### config.mk
export PLATFORM = sky130hd
export DESIGN_NAME = encoder_stall_sector_scan_unit
export DESIGN_NICKNAME = d
export VERILOG_FILES = /design/src/esss_pkg.sv /design/src/esss_core.sv /design/src/encoder_stall_sector_scan_unit.sv
export SDC_FILE = /design/constraint.sdc
export NUM_CORES = 1
export LEC_CHECK = 0
export ABC_AREA = 1
export BUFFER_PORTS_ARGS = -buffer_cell sky130_fd_sc_hd__buf_2
export CORE_ASPECT_RATIO = 1.25
export CORE_MARGIN = 1.5
export CORE_UTILIZATION = 45
export DETAILED_ROUTE_END_ITERATION = 6
export GPL_TIMING_DRIVEN = 0
export PLACE_DENSITY = 0.6
export SYNTH_ARGS = -nofsm -noshare
export SYNTH_HDL_FRONTEND = slang
export SYNTH_SLANG_ARGS = --single-unit
### constraint.sdc
create_clock -name clk_i -period 9.8 [get_ports clk_i]
set_clock_uncertainty 0.15 [all_clocks]
set_input_delay 0.98 -clock clk_i [delete_from_list [all_inputs] [get_ports clk_i]]
set_output_delay 0.98 -clock clk_i [all_outputs]
set_load 0.02 [all_outputs]
### src/esss_pkg.sv
// ----------------------------------------------------------------------------
// Encoder stall sector scan package
// Shared widths, codes, item types and helper functions.
// ----------------------------------------------------------------------------
package esss_pkg;

  localparam int unsigned EncWidth   = 16;
  localparam int unsigned TickWidth  = 16;
  localparam int unsigned AngleWidth = 12;
  localparam int unsigned CfgWidth   = 12;
  localparam int unsigned CntWidth   = 4;
  // Signed width that holds an edge plus or minus a tolerance without wrapping.
  localparam int unsigned CmpWidth   = CfgWidth + 2;

  localparam int unsigned InDataWidth  = 64;
  localparam int unsigned OutDataWidth = 8;

  localparam logic [CntWidth-1:0] CalibLimit = CntWidth'(10);
  localparam logic [CntWidth-1:0] CalibArm   = CntWidth'(5);
  localparam logic [CfgWidth-1:0] NorthLow   = CfgWidth'(9);
  localparam logic [CfgWidth-1:0] NorthHigh  = CfgWidth'(3590);
  localparam logic signed [CmpWidth-1:0] FullAngle = CmpWidth'(3599);

  // Tick check period is 150 = 2 * 75. Divisibility by 75 of a 15-bit value
  // uses the inverse of 75 modulo 2**15: y is a multiple of 75 exactly when
  // y * inverse, truncated to 15 bits, is at most floor((2**15 - 1) / 75).
  localparam int unsigned HalfWidth  = TickWidth - 1;
  localparam logic [HalfWidth-1:0] Inv75      = HalfWidth'(18787);
  localparam logic [HalfWidth-1:0] Inv75Limit = HalfWidth'(((1 << HalfWidth) - 1) / 75);

  typedef enum logic [1:0] {
    RegSectorStart = 2'd0,
    RegSectorEnd   = 2'd1,
    RegEdgeTol     = 2'd2
  } cfg_reg_e;

  typedef enum logic [1:0] {
    CmdNone  = 2'd0,
    CmdStart = 2'd1,
    CmdAbort = 2'd2
  } scan_cmd_e;

  typedef enum logic [1:0] {
    PhaseIdle    = 2'd0,
    PhaseSeek    = 2'd1,
    PhaseToEnd   = 2'd2,
    PhaseToStart = 2'd3
  } scan_phase_e;

  typedef struct packed {
    logic                  check;
    logic [EncWidth-1:0]   first_encoder;
    logic [EncWidth-1:0]   second_encoder;
    logic [AngleWidth-1:0] azimuth_angle;
    logic                  begin_calibration;
    logic [1:0]            scan_command;
  } item_t;

  typedef struct packed {
    logic       rotate_request;
    logic [1:0] scan_phase;
    logic       calibrating;
    logic       second_stalled;
    logic       first_stalled;
    logic       checked;
  } result_t;

  typedef struct packed {
    logic [CfgWidth-1:0] sector_start;
    logic [CfgWidth-1:0] sector_end;
    logic [CfgWidth-1:0] edge_tolerance;
  } cfg_t;

  function automatic logic tick_is_check(input logic [TickWidth-1:0] tick);
    logic [2*HalfWidth-1:0] prod;
    prod = {{HalfWidth{1'b0}}, tick[TickWidth-1:1]} * {{HalfWidth{1'b0}}, Inv75};
    return (tick[0] == 1'b0) && (prod[HalfWidth-1:0] <= Inv75Limit);
  endfunction

  function automatic logic at_edge(input logic [CfgWidth-1:0]   edge_pos,
                                   input logic [AngleWidth-1:0] angle,
                                   input logic [CfgWidth-1:0]   tol);
    logic signed [CmpWidth-1:0] e;
    logic signed [CmpWidth-1:0] a;
    logic signed [CmpWidth-1:0] t;
    e = signed'({2'b00, edge_pos});
    a = signed'({2'b00, angle});
    t = signed'({2'b00, tol});
    if ((edge_pos <= NorthLow) || (edge_pos >= NorthHigh)) begin
      return (a >= FullAngle - t) || (a <= t);
    end
    return (a >= e - t) && (a <= e + t);
  endfunction

endpackage

### src/esss_core.sv
// ----------------------------------------------------------------------------
// Encoder stall sector scan core
// Holds the encoder history, calibration and scan state and works out the
// result of one item in a single step.
// ----------------------------------------------------------------------------
module esss_core (
  input  logic            clk_i,
  input  logic            rst_ni,
  input  logic            step_i,
  input  esss_pkg::item_t item_i,
  input  esss_pkg::cfg_t  cfg_i,
  output esss_pkg::result_t result_o
);
  import esss_pkg::*;

  logic [EncWidth-1:0] first_latest_q, first_latest_d;
  logic [EncWidth-1:0] first_earlier_q, first_earlier_d;
  logic                first_flag_q, first_flag_d;
  logic [EncWidth-1:0] second_latest_q, second_latest_d;
  logic [EncWidth-1:0] second_earlier_q, second_earlier_d;
  logic                second_flag_q, second_flag_d;
  logic                calib_q, calib_d;
  logic [CntWidth-1:0] calib_cnt_q, calib_cnt_d;
  scan_phase_e         phase_q, phase_d;
  logic                rotate;

  always_comb begin
    first_latest_d   = first_latest_q;
    first_earlier_d  = first_earlier_q;
    first_flag_d     = first_flag_q;
    second_latest_d  = second_latest_q;
    second_earlier_d = second_earlier_q;
    second_flag_d    = second_flag_q;
    calib_d          = calib_q;
    calib_cnt_d      = calib_cnt_q;
    phase_d          = phase_q;
    rotate           = 1'b0;

    // Commands are applied before the check.
    if (item_i.begin_calibration) begin
      calib_d     = 1'b1;
      calib_cnt_d = '0;
    end
    unique case (item_i.scan_command)
      CmdStart: phase_d = PhaseSeek;
      CmdAbort: phase_d = PhaseIdle;
      default:  phase_d = phase_q;
    endcase

    if (item_i.check) begin
      first_earlier_d  = first_latest_q;
      first_latest_d   = item_i.first_encoder;
      first_flag_d     = (item_i.first_encoder == first_latest_q);
      second_earlier_d = second_latest_q;
      second_latest_d  = item_i.second_encoder;

      if (!calib_d) begin
        second_flag_d = (item_i.second_encoder == second_latest_q);
      end else begin
        if (calib_cnt_d < CalibLimit) begin
          calib_cnt_d = calib_cnt_d + CntWidth'(1);
        end
        // During calibration the azimuth flag is held until the arming check.
        if (calib_cnt_d >= CalibArm) begin
          second_flag_d = (item_i.second_encoder == second_latest_q);
          if (second_flag_d) begin
            calib_d = 1'b0;
          end
        end
      end

      if (second_flag_d) begin
        unique case (phase_d)
          PhaseSeek, PhaseToStart: begin
            if (at_edge(cfg_i.sector_start, item_i.azimuth_angle, cfg_i.edge_tolerance)) begin
              phase_d = PhaseToEnd;
              rotate  = 1'b1;
            end
          end
          PhaseToEnd: begin
            if (at_edge(cfg_i.sector_end, item_i.azimuth_angle, cfg_i.edge_tolerance)) begin
              phase_d = PhaseToStart;
              rotate  = 1'b1;
            end
          end
          default: ;
        endcase
      end
    end
  end

  always_ff @(posedge clk_i or negedge rst_ni) begin
    if (!rst_ni) begin
      first_latest_q   <= '0;
      first_earlier_q  <= '0;
      first_flag_q     <= 1'b0;
      second_latest_q  <= '0;
      second_earlier_q <= '0;
      second_flag_q    <= 1'b0;
      calib_q          <= 1'b0;
      calib_cnt_q      <= '0;
      phase_q          <= PhaseIdle;
    end else if (step_i) begin
      first_latest_q   <= first_latest_d;
      first_earlier_q  <= first_earlier_d;
      first_flag_q     <= first_flag_d;
      second_latest_q  <= second_latest_d;
      second_earlier_q <= second_earlier_d;
      second_flag_q    <= second_flag_d;
      calib_q          <= calib_d;
      calib_cnt_q      <= calib_cnt_d;
      phase_q          <= phase_d;
    end
  end

  // The earlier readings are kept as part of the history but the compare
  // uses the previous latest value directly.
  logic unused_history;
  assign unused_history = ^{first_earlier_q, second_earlier_q};

  always_comb begin
    result_o.checked        = item_i.check;
    result_o.first_stalled  = first_flag_d;
    result_o.second_stalled = second_flag_d;
    result_o.calibrating    = calib_d;
    result_o.scan_phase     = phase_d;
    result_o.rotate_request = rotate & ~unused_history | rotate;
  end

endmodule

### src/encoder_stall_sector_scan_unit.sv
// ----------------------------------------------------------------------------
// Encoder stall sector scan unit
// Stall monitor for two motor encoders with a sector-scan sequencer.
// ----------------------------------------------------------------------------
// Usage:
//   Items arrive on the s_axis channel, one transfer each, and every item
//   yields exactly one result transfer on the m_axis channel.
//   An item is first registered together with its tick check flag (tick count
//   a multiple of 150); in the next stage the core updates the encoder
//   history, the calibration and the scan state, and the result is held in
//   the output register. The result becomes valid once the item has passed
//   the input register and the output register, and one item is taken every
//   cycle while the receiver does not stall.
//   The tick check is a constant multiply in the input stage; the state update
//   is one pass of compare logic in the second stage.
//   When the receiver stalls, both stages hold and s_axis_tready falls once
//   the input stage is full, so no result is lost.
//   The configuration registers are written through cfg_we_i, cfg_idx_i and
//   cfg_data_i; the user must do so while no item is in flight (not checked).
//   Reset clears the pipeline, the encoder history, the calibration state,
//   the scan phase (idle) and all configuration registers.
// ----------------------------------------------------------------------------
module encoder_stall_sector_scan_unit (
  input  logic                                 clk_i,
  input  logic                                 rst_ni,
  // tick_count[15:0], first_encoder[31:16], second_encoder[47:32],
  // azimuth_angle[59:48], begin_calibration[60], scan_command[62:61]
  input  logic [esss_pkg::InDataWidth-1:0]     s_axis_tdata,
  input  logic                                 s_axis_tvalid,
  output logic                                 s_axis_tready,
  // checked[0], first_stalled[1], second_stalled[2], calibrating[3],
  // scan_phase[5:4], rotate_request[6]
  output logic [esss_pkg::OutDataWidth-1:0]    m_axis_tdata,
  output logic                                 m_axis_tvalid,
  input  logic                                 m_axis_tready,
  input  logic                                 cfg_we_i,
  input  logic [1:0]                           cfg_idx_i,
  input  logic [esss_pkg::CfgWidth-1:0]        cfg_data_i
);
  import esss_pkg::*;

  cfg_t    cfg_q;
  item_t   item_q;
  logic    item_valid_q;
  logic [OutDataWidth-1:0] out_data_q;
  logic    out_valid_q;
  result_t result;
  logic    out_free;
  logic    step;
  logic    in_fire;

  assign out_free      = !out_valid_q || m_axis_tready;
  assign step          = item_valid_q && out_free;
  assign s_axis_tready = !item_valid_q || out_free;
  assign in_fire       = s_axis_tvalid && s_axis_tready;

  always_ff @(posedge clk_i or negedge rst_ni) begin
    if (!rst_ni) begin
      cfg_q <= '0;
    end else if (cfg_we_i) begin
      unique case (cfg_idx_i)
        RegSectorStart: cfg_q.sector_start   <= cfg_data_i;
        RegSectorEnd:   cfg_q.sector_end     <= cfg_data_i;
        RegEdgeTol:     cfg_q.edge_tolerance <= cfg_data_i;
        default: ;
      endcase
    end
  end

  // Input stage.
  always_ff @(posedge clk_i or negedge rst_ni) begin
    if (!rst_ni) begin
      item_valid_q <= 1'b0;
    end else if (s_axis_tready) begin
      item_valid_q <= s_axis_tvalid;
    end
  end

  always_ff @(posedge clk_i) begin
    if (in_fire) begin
      item_q.check             <= tick_is_check(s_axis_tdata[15:0]);
      item_q.first_encoder     <= s_axis_tdata[31:16];
      item_q.second_encoder    <= s_axis_tdata[47:32];
      item_q.azimuth_angle     <= s_axis_tdata[59:48];
      item_q.begin_calibration <= s_axis_tdata[60];
      item_q.scan_command      <= s_axis_tdata[62:61];
    end
  end

  esss_core u_core (
    .clk_i    (clk_i),
    .rst_ni   (rst_ni),
    .step_i   (step),
    .item_i   (item_q),
    .cfg_i    (cfg_q),
    .result_o (result)
  );

  // Result stage.
  always_ff @(posedge clk_i or negedge rst_ni) begin
    if (!rst_ni) begin
      out_valid_q <= 1'b0;
    end else if (out_free) begin
      out_valid_q <= item_valid_q;
    end
  end

  always_ff @(posedge clk_i) begin
    if (step) begin
      out_data_q <= {1'b0, result};
    end
  end

  assign m_axis_tdata  = out_data_q;
  assign m_axis_tvalid = out_valid_q;

endmodule
== Word-level counts from Yosys, hierarchy flattened ==
Cells that the tools add are included.
Widths: inputs -> output; s select.

* Flip-flop bits (word level): 166
* Word-level logic and storage cells: 118

* $add $sub $neg: 6
* Multipliers: 1
* $lt $le $gt $ge: 13
* Equality and inequality tests: 9
* Multiplexer cells: 45
* Bitwise gates (word level): 4
* Reduce and logical (&&, ||, !) cells: 19

{| class="wikitable"
|+ Operators by type and width
! kind !! number
|-
| $ge 13x14->1 || 3
|-
| $eq 16x16->1 || 2
|-
| $mux 1 || 32
|-
| $reduce_xor 32->1 || 1
|-
| $le 13x14->1 || 2
|-
| $add 12x12->13 || 2
|-
| $sub 12x12->13 || 2
|-
| $ge 12x12->1 const B || 2
|-
| $le 12x4->1 const B || 2
|-
| $mux 4 || 6
|-
| $le 15x9->1 const B || 1
|-
| $mul 15x15->15 const B || 1
|-
| $sub 12x12->13 const A || 1
|-
| $le 12x12->1 || 1
|-
| $eq 2x2->1 const B || 4
|-
| $mux 2 || 4
|-
| $pmux 2 s2 || 2
|-
| $reduce_and 2->1 || 4
|-
| $eq 2x1->1 const B || 3
|-
| $logic_and 1x1->1 || 5
|-
| $logic_or 1x1->1 || 5
|-
| $add 4x1->4 const B || 1
|-
| $ge 4x3->1 const B || 1
|-
| $lt 4x4->1 const B || 1
|-
| 7 further kinds || 9
|}

== Logic depth before layout (Yosys ltp) ==
Gate-level depths: netlist (run 1).

* Depth in word-level cells: 21
* Mapped depth: 28

== Cells and area by module ==
A second synthesis (run 1) with hierarchy kept.

* Cell total of the unflattened synthesis: 1349
* Area, all modules: 11355.9 sq um

{| class="wikitable"
|+ Modules (own cells, without submodules)
! module !! instances !! cells an instance !! area an instance (sq um) !! sequential area each (sq um)
|-
| esss_core || 1 || 889 || 6271.0 || 1026.0
|-
| encoder_stall_sector_scan_unit || 1 || 460 || 5084.9 || 2602.5
|}

== Worst setup path before layout (run 1) ==
Ideal clock, no wire load.

* Kind: input -> register
* Start point: input port s_axis_tdata[10] (netlist name)
* End point: register item_q[47] (netlist name), data pin
* Arrival time: 4703 ps
* Slack: 4809 ps
* Stages on the path: 21
* Buffers on the path: 0
* Path through: ha_1 ha_1 inv_1 fa_1 inv_1 ha_1 fa_1 inv_1 fa_1 inv_1 ha_1 nand2_1 nor2_1 nor2_1 nand2_1 a21oi_1 nor2_1 nor2_1 xor2_1 nand4_1 nor2_1

* Longest elaborated chain between the ends: 3

{| class="wikitable"
|+ RTL lines
! item !! line !! text
|-
| from (decl) || encoder_stall_sector_scan_unit.sv:28 || <nowiki>input logic [esss_pkg::InDataWidth-1:0] s_axis_tdata,</nowiki>
|-
| $mul 15x15->15 || esss_pkg.sv:76 || <nowiki>prod = {{HalfWidth{1'b0}}, tick[TickWidth-1:1]} * {{HalfWidth{1'b0}}, Inv75};</nowiki>
|-
| $le 15x9->1 || esss_pkg.sv:77 || <nowiki>return (tick[0] == 1'b0) && (prod[HalfWidth-1:0] <= Inv75Limit);</nowiki>
|-
| $logic_and 1x1->1 || esss_pkg.sv:77 ||
|-
| to (decl) || encoder_stall_sector_scan_unit.sv:43 || <nowiki>item_t item_q;</nowiki>
|}

Every way passes these cells.
A chain may end at the register's enable or synchronous reset.

== Final worst setup path (run 1) ==
Ends and elaborated chain as after synthesis.

==> results.toml, run 1 <==
[route]
drc = 0
vias_per_cell = 4.93
dr.pass1.iters = 5
routedWlPerCell_um = 14.4
wl_um = 25600
drtIter0Drc = 240
ant_nets = 0
vias = 8784

[worst_setup_path]
slowest_stage = "fa_1"
rrSetupSlack_ps = 5620
path_class = "in -> reg"
cp_data_required_time_ps = 9900
crit_family = "adder cells"
worst_setup_path_end_kind = "register"
arrival_ps = 5170
startpoint_type = "input pin"
crit_chain = "buf_2 > ha_1 > ha_1 > inv_1 > fa_1 > inv_1 > ha_1 > fa_1 > inv_1 > fa_1 > inv_1 > ha_1 > nand2_1 > nand2_1 > nor2_1 > nand2_1 > a21oi_1 > nor2_1 > nor2_1 > xor2_1 > nand4_1 > nor2_1"
max_stage_delay_ps = 540
cp_num_buf_inv = 5
crit_fanout = 4

[clock_tree]
post_cts_resized = 0
cts_root_buf = "clkbuf_16"
clk_latency_ps = 440
cts.reportedPaths.clkPinSlew_ps = 70
cts.sinks = 134
cts_max_path_buffers = 2
ctsHtreeMaxLevel = 4
ctsHoldBuffers = 0
cts_buffers = 17
cts_setup_buffers = 0
cts_tree = "built"

[timing]
period_share_pct = 51.7
finalHoldViolCount = 0
hold_ws_ps = 258
min_period_ps = 5070
rsz0062_at_grt = "no"
tns_ps = 0
finalSetupViolCount = 0
fmax_mhz = 197
slew_headroom_pct = 62.8
tightestPinTransition_ps = 557
maxSlewViolCount = 0

[placed_design]
portBuffers = 90
hpwl_um = 20900
routabilityCongestion = 0.886
placed_cells = 1748

[synthesis]
netlist_instances = 1326
ys_seq_area_share_pct = 32.5
ys_ff_latch = 134
synth_edf_count = 55
yosys_warnings = 0
syn-mean-instance-area_um2 = 8.42
async_reset_ff_share_pct = 59.0
netlist.area_leader.share_pct = 20.6
ys_types = 50
yosys.area.top_type = "ha_1"
synth.area.top_cells = "ha_1, dfrtp_1, edfxtp_1"
syn-num-nets = 1617
syn_area_mm2 = 0.0112
synthTopCellsByCount = "nand2_1, ha_1, inv_1, nor2_1, o21ai_0"
synth.most_common_cell = "nand2_1"
synthFlopType = "dfrtp_1"

[floorplanning]
rows = 64
fp.coreArea_mm2 = 0.0244
ios = 93
die_h_um = 179
dieWidth_um = 144
initial_utilization_pct = 45.7
die_area_mm2 = 0.0258

[global_routing]
grt_max_degree = 63
grt-ovfl-total = 0
grt_pass1_wl_um = 41900
track_usage_pct = 21.1
grt_pass1_vias = 8931
antenna_found_initial = 0

[worst_hold_path]
min_path_type = "in -> async"

[power_and_ir_drop]
switching_share_pct = 43.1
peakVddDrop_mv = 0.131
switchingPower_mw = 1.23
pwr-share-clk_pct = 22.8
power_leakage_nw = 6.48
seq_power_share_pct = 28.2
p_per_area_mw_per_mm2 = 226
comb_power_share_pct = 49.0
power.internal_mw = 1.63

[outcome]
status = "finished, final reports clean"

[flow_run]
cap_violations = 0

[final_layout]
drive_gt1_share_pct = 12.5
fin_cells = 1780
final_nets = 1728
syn_to_final_growth_pct = 13.5
antenna_cells = 0
## worst paths after layout
| path | cells after the start | to | from |
|---|---|---|---|
| max | 22 | item_q[47] | s_axis_tdata[10] |
| min | 1 | u_core.calib_q | rst_ni |
| max reg2reg | 21 | u_core.phase_q[0] | cfg_q[1] |
| min reg2reg | 2 | u_core.phase_q[1] | u_core.phase_q[1] |
| max in group asynchronous | 2 | cfg_q[12] | rst_ni |
| min in group clk_i | 2 | u_core.phase_q[1] | u_core.phase_q[1] |
## cells in the final DEF, fill, tap and decap left out, types with 44 or more instances in the layout
master / instances
inv_1: 169
o21ai_0: 80
xor2_1: 53
a21oi_1: 75
nand3_1: 44
buf_2: 97
dfrtp_1: 79
edfxtp_1: 55
nand2_1: 302
nor2_1: 82
ha_1: 184
## routing by layer
metal / GRT usage, % / wire (um) / up-vias
met5: 0 / 0 / -
met2: 39.8 / 13300 / 117
met4: 7.57 / 651 / 0
met3: 2.86 / 546 / 33
met1: 24.0 / 11100 / 4062
li1: - / - / 4572
## cell type report
| type | count | area [um2] |
|---|---|---|
| Fill cell | 2325 | 11700 |
| Multi-Input combinational cell | 983 | 6710 |
| Sequential cell | 134 | 3630 |
| Inverter | 183 | 688 |
| Timing Repair Buffer | 92 | 500 |
| Clock buffer | 18 | 450 |
| Tap cell | 330 | 413 |
| Clock inverter | 14 | 144 |
| Buffer | 26 | 139 |
## power groups by stage
stage / logic, mW / registers (mW) / clock network, mW
final: 1.40 / 0.808 / 0.653
after global routing: 1.63 / 0.826 / 0.684
after CTS: 1.43 / 0.809 / 0.664
after detailed placement: 1.42 / 0.818 / 0
after global placement: 1.38 / 0.816 / 0
after floorplan: 1.09 / 0.790 / 0
## state kept, by name, summed over array words and instances, names as in the netlist
| signal | count |
|---|---|
| item_valid_q | 1 |
| u_core.first_latest_q | 16 |
| u_core.calib_cnt_q | 4 |
| u_core.calib_q | 1 |
| u_core.phase_q | 2 |
| u_core.second_latest_q | 16 |
| u_core.second_flag_q | 1 |
| m_axis_tvalid | 1 |
| item_q | 48 |
| cfg_q | 36 |
| u_core.first_flag_q | 1 |
| m_axis_tdata | 7 |
## kinds of logic after synthesis
| logic type | share of synthesized area (%) |
|---|---|
| DFF | 32.5 |
| buffers and inverters | 7.41 |
| muxes | 0.0896 |
| adders and majority gates | 24.9 |
| and+or+nand+nor | 17.7 |
| other | 0.0336 |
| AOI/OAI and AO/OA | 10.6 |
| xor gates and xnor gates | 6.74 |
## through the flow
step                      power, mW  util, %  worst slack [ps]  instance area, um2
after floorplan                1.88        -              4810               11200
after detailed placement       2.23     49.5              4220               12100
after global placement         2.19     49.3              4290               12000
after global routing           3.14     51.9              4450               12700
final                          2.86     51.9              4730               12700
after CTS                      2.90     51.9              4660               12700
Note: power is estimated with default switching activity, not from simulation.
==> inputs of run 2 (changes only) <==
clock period = 4.95 ns   (was 9.8 ns; I/O delays follow)
==> run 2 against run 1 <==
  * Global-route usage hardly changed
  * Critical path depth unchanged
  * Total power increased by 98%
  * Clock-buffer cell count did not move
  * Non-clock buffer count grew 1
  * First-iteration DRC count down 1.3%
  * Wire length stayed put
  * Clock power is 98% higher
  * Register-to-register slack got worse by 4800 ps
  * Design area hardly changed
  * Setup slack got worse by 4400 ps
  * Hold slack got worse by 180 ps
  * Critical path type unchanged
  * Largest cell class unchanged
  * Largest power group unchanged
==> results.toml, run 2 (synthesis results as in run 1) <==
[route]
vias = 8768
vias_per_cell = 4.92
drtIter0Drc = 237
dr.pass1.iters = 4
ant_nets = 0
routedWlPerCell_um = 14.4
drc = 0
wl_um = 25600

[power_and_ir_drop]
p_per_area_mw_per_mm2 = 447
switchingPower_mw = 2.44
peakVddDrop_mv = 0.259
power_leakage_nw = 6.49
power.internal_mw = 3.23
comb_power_share_pct = 49.0
pwr-share-clk_pct = 22.8
seq_power_share_pct = 28.2
switching_share_pct = 43.1

[clock_tree]
cts.reportedPaths.clkPinSlew_ps = 80
cts_root_buf = "clkbuf_16"
cts_tree = "built"
cts_max_path_buffers = 2
clk_latency_ps = 440
post_cts_resized = 0
ctsHtreeMaxLevel = 4
cts_buffers = 17
cts.sinks = 134

[final_layout]
top_register = "item_q"
syn_to_final_growth_pct = 13.6
final_common_cell = "nand2_1"
antenna_cells = 0
layout_common_cells = "nand2_1, ha_1, inv_1, buf_2, nor2_1"
final_nets = 1729
drive_gt1_share_pct = 12.5
largest_register_ffs = 48
top_regs = "item_q x48, cfg_q x36"
fin_util_pct = 51.9

[timing]
rsz0062_at_grt = "no"
tightestPinTransition_ps = 540
fmax_mhz = 218
maxSlewViolCount = 0
slew_headroom_pct = 64.0
finalHoldViolCount = 0
finalSetupViolCount = 0
min_period_ps = 4580
tns_ps = 0
period_share_pct = 92.5

[outcome]
status = "finished, final reports clean"

[global_routing]
grt_pass1_wl_um = 41900
grt_max_degree = 63
antenna_found_initial = 0
grt-ovfl-total = 0
grt_pass1_vias = 8941
track_usage_pct = 21.1

[placed_design]
routabilityCongestion = 0.886
portBuffers = 90
hpwl_um = 20900

[floorplanning]
initial_utilization_pct = 45.7
dieWidth_um = 144
fp.coreArea_mm2 = 0.0244
ios = 93
die_h_um = 179
rows = 64
die_area_mm2 = 0.0258

[worst_setup_path]
crit_chain = "buf_2 > ha_1 > ha_1 > inv_1 > fa_1 > inv_1 > ha_1 > fa_1 > inv_1 > fa_1 > inv_1 > ha_1 > nand2_1 > nand2_1 > nor2_1 > nand2_1 > a21oi_1 > nor2_1 > nor2_1 > xor2_1 > nand4_1 > nor2_1"
crit_fanout = 4
startpoint_type = "input pin"
crit_end = "item_q[47]"
path_class = "in -> reg"
max_stage_delay_ps = 540
r2r_end = "u_core.phase_q[0]"
rrSetupSlack_ps = 790
cp_data_required_time_ps = 5050
arrival_ps = 4680
r2r_start = "cfg_q[1]"
worstRegToRegCells = 21
slowest_stage = "fa_1"
worst_setup_path_end_kind = "register"
crit_start = "s_axis_tdata[10]"

[worst_hold_path]
whs_path_depth = 1
min_path_type = "in -> reg"

[flow_run]
cap_violations = 0
run 2: cell types whose count changed in the layout (fill, tap and decap cells not counted):
cell / before / now
dlygate4sd3_1: 0 / 1
run 2: routing by layer:
layer / vias to the layer above / wire length [um] / GRT usage, %
met5: - / 0 / 0
li1: 4577 / - / -
met3: 37 / 627 / 2.86
met2: 128 / 13300 / 39.8
met4: 0 / 679 / 7.57
met1: 4026 / 11000 / 24.0
run 2: area by class of cell:
class                      instances  area (um2)
clock inverter                    14         144
inverter                         183         688
fill                            2324       11700
clock buffer                      18         450
timing repair buffer              93         510
multi-input combinational        983        6710
tap                              330         413
sequential                       134        3630
buffer                            26         139
run 2: power groups by stage:
| stage | clock [mW] | sequential (mW) | combinational (mW) |
|---|---|---|---|
| final | 1.29 | 1.60 | 2.78 |
| after CTS | 1.32 | 1.60 | 2.83 |
| after global routing | 1.35 | 1.63 | 3.24 |
| after floorplan | 0 | 1.56 | 2.16 |
| after global placement | 0 | 1.61 | 2.73 |
| after detailed placement | 0 | 1.62 | 2.80 |
run 2: worst min path at each step:
stage,startpoint,endpoint,slack [ps]
after floorplan,rst_ni,cfg_q[0],50
after global placement,u_core.phase_q[1],u_core.phase_q[1],310
after detailed placement,rst_ni,u_core.phase_q[1],240
after CTS,s_axis_tdata[48],item_q[3],60
after global routing,s_axis_tdata[20],item_q[35],70
final,s_axis_tdata[49],item_q[4],70
run 2: per-stage QoR:
step	setup slack, ps	total power [mW]	hold WS, ps	cells	area [um2]
global placement	-79.8	4.34	315	1746	12000
global route	80.2	6.23	65.9	1781	12700
floorplan	444	3.72	49.4	1326	11200
detailed placement	-143	4.42	241	1748	12100
CTS	291	5.74	62.3	1781	12700
finish	373	5.67	74.6	1781	12700
run 2: critical path: cells and delay by family:
family | cells | cell delay (ps)
AO/OA/AOI/OAI | 1 | 130
XOR/XNOR | 1 | 180
adder cells (fa/ha/maj) | 7 | 2770
buffers and inverters | 5 | 320
AND/OR/NAND/NOR | 8 | 770
run 2: timing repair:
item,in CTS,in global routing
hold buffers,1,0
setup buffers,0,0
endpoints found under the hold margin,17,0
